--- src/rtl/core/rgb_tint_temperature_contrast_assert.svh ---
`ifndef RGB_TINT_TEMPERATURE_CONTRAST_ASSERT_SVH
`define RGB_TINT_TEMPERATURE_CONTRAST_ASSERT_SVH

// Property checked on every rising edge outside reset.
`define RGBTC_ASSERT(lbl, prop, msg) \
  lbl: assert property (@(posedge clk_i) disable iff (!rst_ni) (prop)) \
    else $error(msg);

// Same-cycle implication checked on every rising edge outside reset.
`define RGBTC_ASSERT_IMP(lbl, ante, cons, msg) \
  lbl: assert property (@(posedge clk_i) disable iff (!rst_ni) (ante) |-> (cons)) \
    else $error(msg);

`endif

--- src/rtl/core/rgbtc_pkg.sv ---
package rgbtc_pkg;

  localparam int unsigned PIX_W = 8;

  // Configuration register indexes
  localparam logic [1:0] CFG_IDX_HUE      = 2'd0;
  localparam logic [1:0] CFG_IDX_TEMP     = 2'd1;
  localparam logic [1:0] CFG_IDX_CONTRAST = 2'd2;

  // Lane step width: step * 10, up to 20 * 128
  localparam int unsigned STEP_W = 13;

  typedef struct packed {
    logic [PIX_W-1:0] ch0_in;
    logic [PIX_W-1:0] ch1_in;
    logic [PIX_W-1:0] ch2_in;
  } rgbtc_pix_in_t;

  typedef struct packed {
    logic [PIX_W-1:0] ch0_out;
    logic [PIX_W-1:0] ch1_out;
    logic [PIX_W-1:0] ch2_out;
  } rgbtc_pix_out_t;

  // Sine table: entry i is sin(i * 0.01255) in Q1.15
  localparam int unsigned SIN_ENTRIES  = 256;
  localparam int unsigned SIN_W        = 16;
  localparam int unsigned SIN_ROM_BITS = SIN_ENTRIES * SIN_W;

  localparam logic [63:0] ANGLE_STEP_Q30 = 64'd13475460;
  localparam logic [63:0] PI_Q30         = 64'd3373259426;
  localparam logic [63:0] HALF_PI_Q30    = 64'd1686629713;

  // Evaluated once at elaboration to fill the table
  function automatic logic [SIN_ROM_BITS-1:0] build_sin_rom();
    logic [SIN_ROM_BITS-1:0] rom;
    logic [63:0]             x;
    logic [63:0]             x2;
    logic [63:0]             term;
    logic signed [63:0]      sum;
    logic [63:0]             q;
    logic                    neg;
    logic [SIN_W-1:0]        entry;
    int                      i;
    int                      n;
    rom = '0;
    for (i = 0; i < SIN_ENTRIES; i++) begin
      x   = 64'(i) * ANGLE_STEP_Q30;
      neg = 1'b0;
      if (x > PI_Q30) begin
        x   = x - PI_Q30;
        neg = 1'b1;
      end else if (x > HALF_PI_Q30) begin
        x = PI_Q30 - x;
      end
      x2   = (x * x) >> 30;
      term = x;
      sum  = $signed(x);
      for (n = 1; n <= 10; n++) begin
        term = (term * x2) >> 30;
        case (n)
          1:       term = term / 64'd6;
          2:       term = term / 64'd20;
          3:       term = term / 64'd42;
          4:       term = term / 64'd72;
          5:       term = term / 64'd110;
          6:       term = term / 64'd156;
          7:       term = term / 64'd210;
          8:       term = term / 64'd272;
          9:       term = term / 64'd342;
          default: term = term / 64'd420;
        endcase
        if (n % 2 == 1) begin
          sum = sum - $signed(term);
        end else begin
          sum = sum + $signed(term);
        end
      end
      if (sum < 0) begin
        sum = '0;
      end
      q = ($unsigned(sum) + 64'd16384) >> 15;
      if (q > 64'd32767) begin
        q = 64'd32767;
      end
      entry = neg ? (16'd0 - q[SIN_W-1:0]) : q[SIN_W-1:0];
      rom[i*SIN_W +: SIN_W] = entry;
    end
    return rom;
  endfunction

  localparam logic [SIN_ROM_BITS-1:0] SIN_ROM = build_sin_rom();

endpackage

--- src/rtl/core/rgbtc_contrast.sv ---
module rgbtc_contrast
  import rgbtc_pkg::*;
(
  input  logic              clk_i,
  input  logic              rst_ni,
  input  logic              en_i,
  input  logic [PIX_W-1:0]  v_i,
  input  logic signed [8:0] gain_i,
  output logic [PIX_W-1:0]  res_o
);

`include "rgb_tint_temperature_contrast_assert.svh"

  logic signed [9:0]  diff;
  logic signed [18:0] prod1_d, prod1_q;
  logic signed [19:0] num;
  logic [12:0]        quot8;
  logic [25:0]        mul2_d, mul2_q;
  logic               neg2_q, sat2_q;
  logic [PIX_W-1:0]   res_d, res_q;

  // Stage 1: (2v - 255) * (100 + C)
  assign diff    = $signed({1'b0, v_i, 1'b0}) - 10'sd255;
  assign prod1_d = 19'(diff) * 19'(gain_i);

  // Stage 2: offset, then divide by 200 as (n >> 3) * 5243 >> 17
  assign num    = 20'(prod1_q) + 20'sd25500;
  assign quot8  = num[15:3];
  assign mul2_d = 26'(quot8) * 26'd5243;

  // Stage 3: clamp
  always_comb begin
    priority if (neg2_q) begin
      res_d = '0;
    end else if (sat2_q) begin
      res_d = '1;
    end else begin
      res_d = mul2_q[24:17];
    end
  end

  always_ff @(posedge clk_i) begin
    if (en_i) begin
      prod1_q <= prod1_d;
      mul2_q  <= mul2_d;
      neg2_q  <= num[19];
      sat2_q  <= (num >= 20'sd51200);
      res_q   <= res_d;
    end
  end

  assign res_o = res_q;

  // Unity gain is the identity curve
  `RGBTC_ASSERT_IMP(a_unity_ident, $past(rst_ni, 3) && $past(en_i, 1) && $past(en_i, 2) && $past(en_i, 3) && ($past(gain_i, 3) == 9'sd100), res_o == $past(v_i, 3), "contrast curve at unity gain changed the value")

endmodule
--- config.mk ---
export PLATFORM = sky130hd
export DESIGN_NAME = rgbtc_contrast
export DESIGN_NICKNAME = d
export VERILOG_FILES = /design/src/rtl/core/rgbtc_pkg.sv /design/src/rtl/core/rgbtc_contrast.sv
export VERILOG_INCLUDE_DIRS = /design/src /design/src/rtl/core
export SDC_FILE = /design/constraint.sdc
export NUM_CORES = 1
export LEC_CHECK = 0
export BUFFER_PORTS_ARGS = -buffer_cell sky130_fd_sc_hd__buf_4
export CAP_MARGIN = 10
export CORE_AREA = 5 5 130 132
export DETAILED_ROUTE_END_ITERATION = 6
export DIE_AREA = 0 0 135 137
export MAX_ROUTING_LAYER = met4
export PLACE_DENSITY = 0.69
export REMOVE_ABC_BUFFERS = 1
export SLEW_MARGIN = 0
export SYNTH_ARGS = -nofsm -noshare
export SYNTH_HDL_FRONTEND = slang
export SYNTH_SLANG_ARGS = --single-unit
--- constraint.sdc ---
create_clock -name clk_i -period 5.5 [get_ports clk_i]
set_input_delay 1.1 -clock clk_i [delete_from_list [all_inputs] [get_ports clk_i]]
set_output_delay 1.1 -clock clk_i [all_outputs]
set_load 0.02 [all_outputs]
== Word-level counts from Yosys, hierarchy flattened ==
Index checks and enable logic that the tools add are counted.

* Register bits: 54
* Bits of input ports: 20
* Logic and storage cells: 11

* $add $sub $neg: 2
* $mul: 2
* Magnitude comparators: 1
* Multiplexer cells: 1

{| class="wikitable"
|+ Operators by type and width
! cell !! number
|-
| multiplier 13 x 13 -> 25 bit (second input constant) || 1
|-
| adder 19 x 16 -> 20 bit (second input constant) || 1
|-
| greater-or-equal comparator 20 x 17 -> 1 bit (second input constant) || 1
|-
| multiplier 10 x 9 -> 19 bit || 1
|-
| subtractor 9 x 8 -> 10 bit (second input constant) || 1
|-
| two-way mux 8 bit || 1
|}

== Depth between registers and ports, before layout ==
* Depth after elaboration: 2
* Gate-level depth with buffers: 25

== Least setup slack after synthesis ==
Ideal clock, no wire load.

* Path type: flip-flop to flip-flop
* From: register prod1_q[2]
* To: register mul2_q[24], data pin
* Setup time: 0.273 ns
* Arrival time: 5.522 ns
* Required time: 5.227 ns
* Path slack: -0.294 ns
* Stages on the path, launching flop included: 22
* Path buffers: 0
* Period minus slack after synthesis: 5.794 ns
* Path through: edfxtp_1 o311ai_1 a21oi_1 xnor2_1 inv_1 fa_1 inv_1 ha_1 inv_1 fa_1 inv_1 fa_1 inv_1 fa_1 inv_1 ha_1 a211oi_1 o21ai_0 a21oi_1 a21oi_1 a2111oi_0 xnor2_1

* Longest elaborated chain between the ends: 2

{| class="wikitable"
|+ Ends and longest elaborated chain
! item !! RTL line !! text
|-
| start: declaration || rgbtc_contrast.sv:15 || <nowiki>logic signed [18:0] prod1_d, prod1_q;</nowiki>
|-
| start signal: assignment || rgbtc_contrast.sv:44 || <nowiki>prod1_q <= prod1_d;</nowiki>
|-
| adder 19 x 16 -> 20 bit || rgbtc_contrast.sv:27 || <nowiki>assign num = 20'(prod1_q) + 20'sd25500;</nowiki>
|-
| multiplier 13 x 13 -> 25 bit || rgbtc_contrast.sv:29 || <nowiki>assign mul2_d = 26'(quot8) * 26'd5243;</nowiki>
|-
| net mul2_d[24] || rgbtc_contrast.sv:18 || <nowiki>logic [25:0] mul2_d, mul2_q;</nowiki>
|-
| end signal: assignment || rgbtc_contrast.sv:45 || <nowiki>mul2_q <= mul2_d;</nowiki>
|-
| end: declaration || rgbtc_contrast.sv:18 ||
|}

The timed path passes the listed nets, and every way through them passes these cells.
A chain may end at the register's enable or synchronous reset.

== Worst setup path after layout ==
* From: register prod1_q[7]
* To: register mul2_q[18], data pin

The elaborated chain is that of the path after synthesis.

==> impl_metrics.py <==
metrics = {
    "worst_setup_path": {
        "worstPathArrival_ns": 5.66,
        "crit_chain": "or3_4 -> buf_12 -> o21ai_4 -> xor2_4 -> buf_6 -> buf_6 -> xnor2_1 -> ha_2 -> a21o_1 -> ha_4 -> fa_1 -> fa_1 -> inv_1 -> fa_1 -> inv_1 -> ha_4 -> buf_4 -> and3_1 -> and2_1 -> a31oi_4 -> o211ai_1 -> a21oi_1 -> xnor2_1",
        "crit_start": "prod1_q[7]",
        "r2r_start": "prod1_q[7]",
        "cp-start-kind": "flip-flop",
        "cp_max_fo": 5,
        "r2r_cells": 23,
        "reg2reg_to": "mul2_q[18]",
        "reg2reg_slack_ns": -0.13,
        "critPathSlowestCell": "fa_1",
        "required_ns": 5.53,
        "endpoint_kind": "flip-flop",
        "crit_top_cell": "fa_1",
        "critical_path_class": "reg2reg",
        "cpPeakStageDelay_ns": 0.55,
    },
    "logic_synthesis": {
        "synth_top_area_cell": "fa_1",
        "yosysUniqueCellTypes": 52,
        "postSynthCellCount": 756,
        "syn_area_per_cell_um2": 10.2,
        "ys_seq_area_share_pct": 13.7,
        "synth-seq-cells": 35,
        "ys.warnings.count": 0,
        "synth_top_area_share_pct": 32.0,
        "async_flop_share_pct": 0,
        "synth-main-ff-cell": "edfxtp_1",
        "synth_enable_flop_cells": 35,
        "synth_area_leaders": "fa_1, ha_1, edfxtp_1",
        "syn_area_um2": 7690,
    },
    "finish": {
        "drive_above_1_share_pct": 28.9,
        "final_common_cell": "buf_4",
        "final_cells": 1155,
        "num-nets-final": 1215,
        "diodes": 0,
        "fill_cells": 1203,
        "fin_util_pct": 63.9,
        "final_cell_mix": "buf_4, inv_1, fa_1",
        "syn_to_final_growth_pct": 29.7,
    },
    "timing": {
        "max_slew.worst_pin.slew_ns": 0.463,
        "maxSlewHeadroom_pct": 69.1,
        "period_needed_ns": 5.63,
        "fin_ws_ns": -0.131,
        "finalClockSkew_ns": 0.00453,
        "drv_slew": 0,
        "min_period_over_period_pct": 102,
        "rsz0062_at_grt": "yes",
        "fmax_mhz": 178,
        "timing_hold_violations_final": 0,
        "fin_setup_tns_ns": -0.608,
        "finalSetupViolations": 8,
    },
    "detailed_routing": {
        "viasPerCell": 5.02,
        "routed_wl_mm": 16.6,
        "drtAntennaViolNets": 0,
        "drt_pre_antenna_iters": 4,
        "wire_per_inst_um": 14.3,
        "vias": 5799,
        "dr.first_iter.drc_count": 219,
        "drcViolationCount": 0,
    },
    "die": {
        "die_h_um": 137,
        "dieWidth_um": 135,
        "initial_core_util_pct": 49.3,
        "die-area_um2": 18500,
        "rows": 46,
        "io_pins": 28,
        "core-area_um2": 15600,
    },
    "run_status": {
        "status": "complete, but fails checks",
        "violations": "negative setup slack",
    },
    "grt": {
        "grt_first_pass_wirelength_mm": 27.6,
        "grt.overflow.total": 0,
        "grt_pass1_vias": 6109,
        "grt_use_total_pct": 18.8,
        "antenna_found_initial": 0,
        "grt_start_max_net_pins": 36,
    },
    "clocking": {
        "cts_tree": "yes",
        "h-tree-depth": 2,
        "path_clk_slew_ns": 0.06,
        "cts-root-buf": "clkbuf_16",
        "clock_sinks": 35,
        "cts_made_buffers": 5,
        "cts_max_path_buffers": 2,
        "clkLatencyLatePin_ns": 0.28,
    },
    "job": {
        "maxCapViolations": 0,
    },
    "placed_design": {
        "hpwlAfterDp_mm": 13.0,
        "post-place-ws_ns": -0.508,
        "placed_cells": 1125,
        "place_congestion": 0.906,
        "io_buffers": 26,
    },
    "worst_hold_path": {
        "hold_class": "reg2reg",
        "whs_endpoint": "res_o[4]",
        "worst_hold_path.num_cells": 2,
        "worstHoldStart": "mul2_q[21]",
    },
}
-- registers in the layout, summed over array words and instances (netlist names) --
register and flops:
mul2_q 8, sat2_q 1, neg2_q 1, res_o 8, prod1_q 17
-- cells in the mapped netlist (all sizes together), types with 2 or more instances --
master,n
a2111oi,2
a211oi,4
a21o,8
a21oi,21
a221oi,3
a31oi,5
and2,31
and3,3
buf,4
clkbuf,6
edfxtp,35
fa,123
ha,134
inv,169
nand2,43
nand2b,15
nand3,7
nand4,5
nor2,30
nor2b,7
nor3,8
nor3b,2
o21ai,16
o21bai,6
o221ai,2
o311ai,2
or3,2
or4,2
xnor2,40
xor2,9
-- area by class of cell --
class / count / area [um2] / area share [%]
repair buffers: 185 / 1480 / 14.8
inverters: 169 / 634 / 6.36
flip-flops and latches: 35 / 1050 / 10.5
well taps: 216 / 270 / 2.71
clock buffers: 6 / 129 / 1.29
multi-input cells: 542 / 6390 / 64.1
clock inverters: 2 / 12.5 / 0.126
-- critical path, delay by kind of cell (launching register included) --
family	cells	cell delay, ns
fa+ha+maj	6	2.21
xor+xnor	3	0.39
buf+inv	6	0.63
simple gates	3	0.81
compound gates	5	0.93
flops	1	0.39
-- through the flow --
stage / instance area, um2 / hold WS [ns]
detailed placement: 9180 / 0.527
finish: 9970 / 0.542
floorplan: 7640 / 0.508
global placement: 9180 / 0.516
CTS: 9600 / 0.546
global route: 9970 / 0.595
-- cell families after synthesis --
logic type               share of synthesized area [%]
AO/OA/AOI/OAI                                     7.13
flip-flops                                        13.7
buffers and inverters                             8.90
adder cells (fa/ha/maj)                           53.8
AND/OR/NAND/NOR                                   10.4
XOR/XNOR                                          6.07
-- worst max path at each step --
stage,end,slack [ns],depth (start not counted)
after CTS,mul2_q[18],-0.05,22
after detailed placement,mul2_q[24],-0.51,25
final,mul2_q[18],-0.13,23
after global routing,mul2_q[23],-0.41,25
after floorplan,mul2_q[24],-0.29,21
after global placement,mul2_q[24],-0.41,25
-- layer usage --
layer  GRT usage (%)  vias up  wire (um)
met5               -        -          0
met4            2.97        0        148
met3            1.76       12        268
met2            32.9       45       8800
met1            24.5     2955       7340
li1                -     2787          -
-- what timing repair did --
item | in CTS | in global routing
resized for setup | 45 | 47
pin swaps | 41 | 34
hold buffers | 0 | 0
buffers inserted | 9 | 15
gates cloned | 0 | 0
endpoints found under the setup margin | 11 | 11
Power is not shown: default switching activity piles up to over one toggle a cycle in this logic, so the estimate is an artifact.
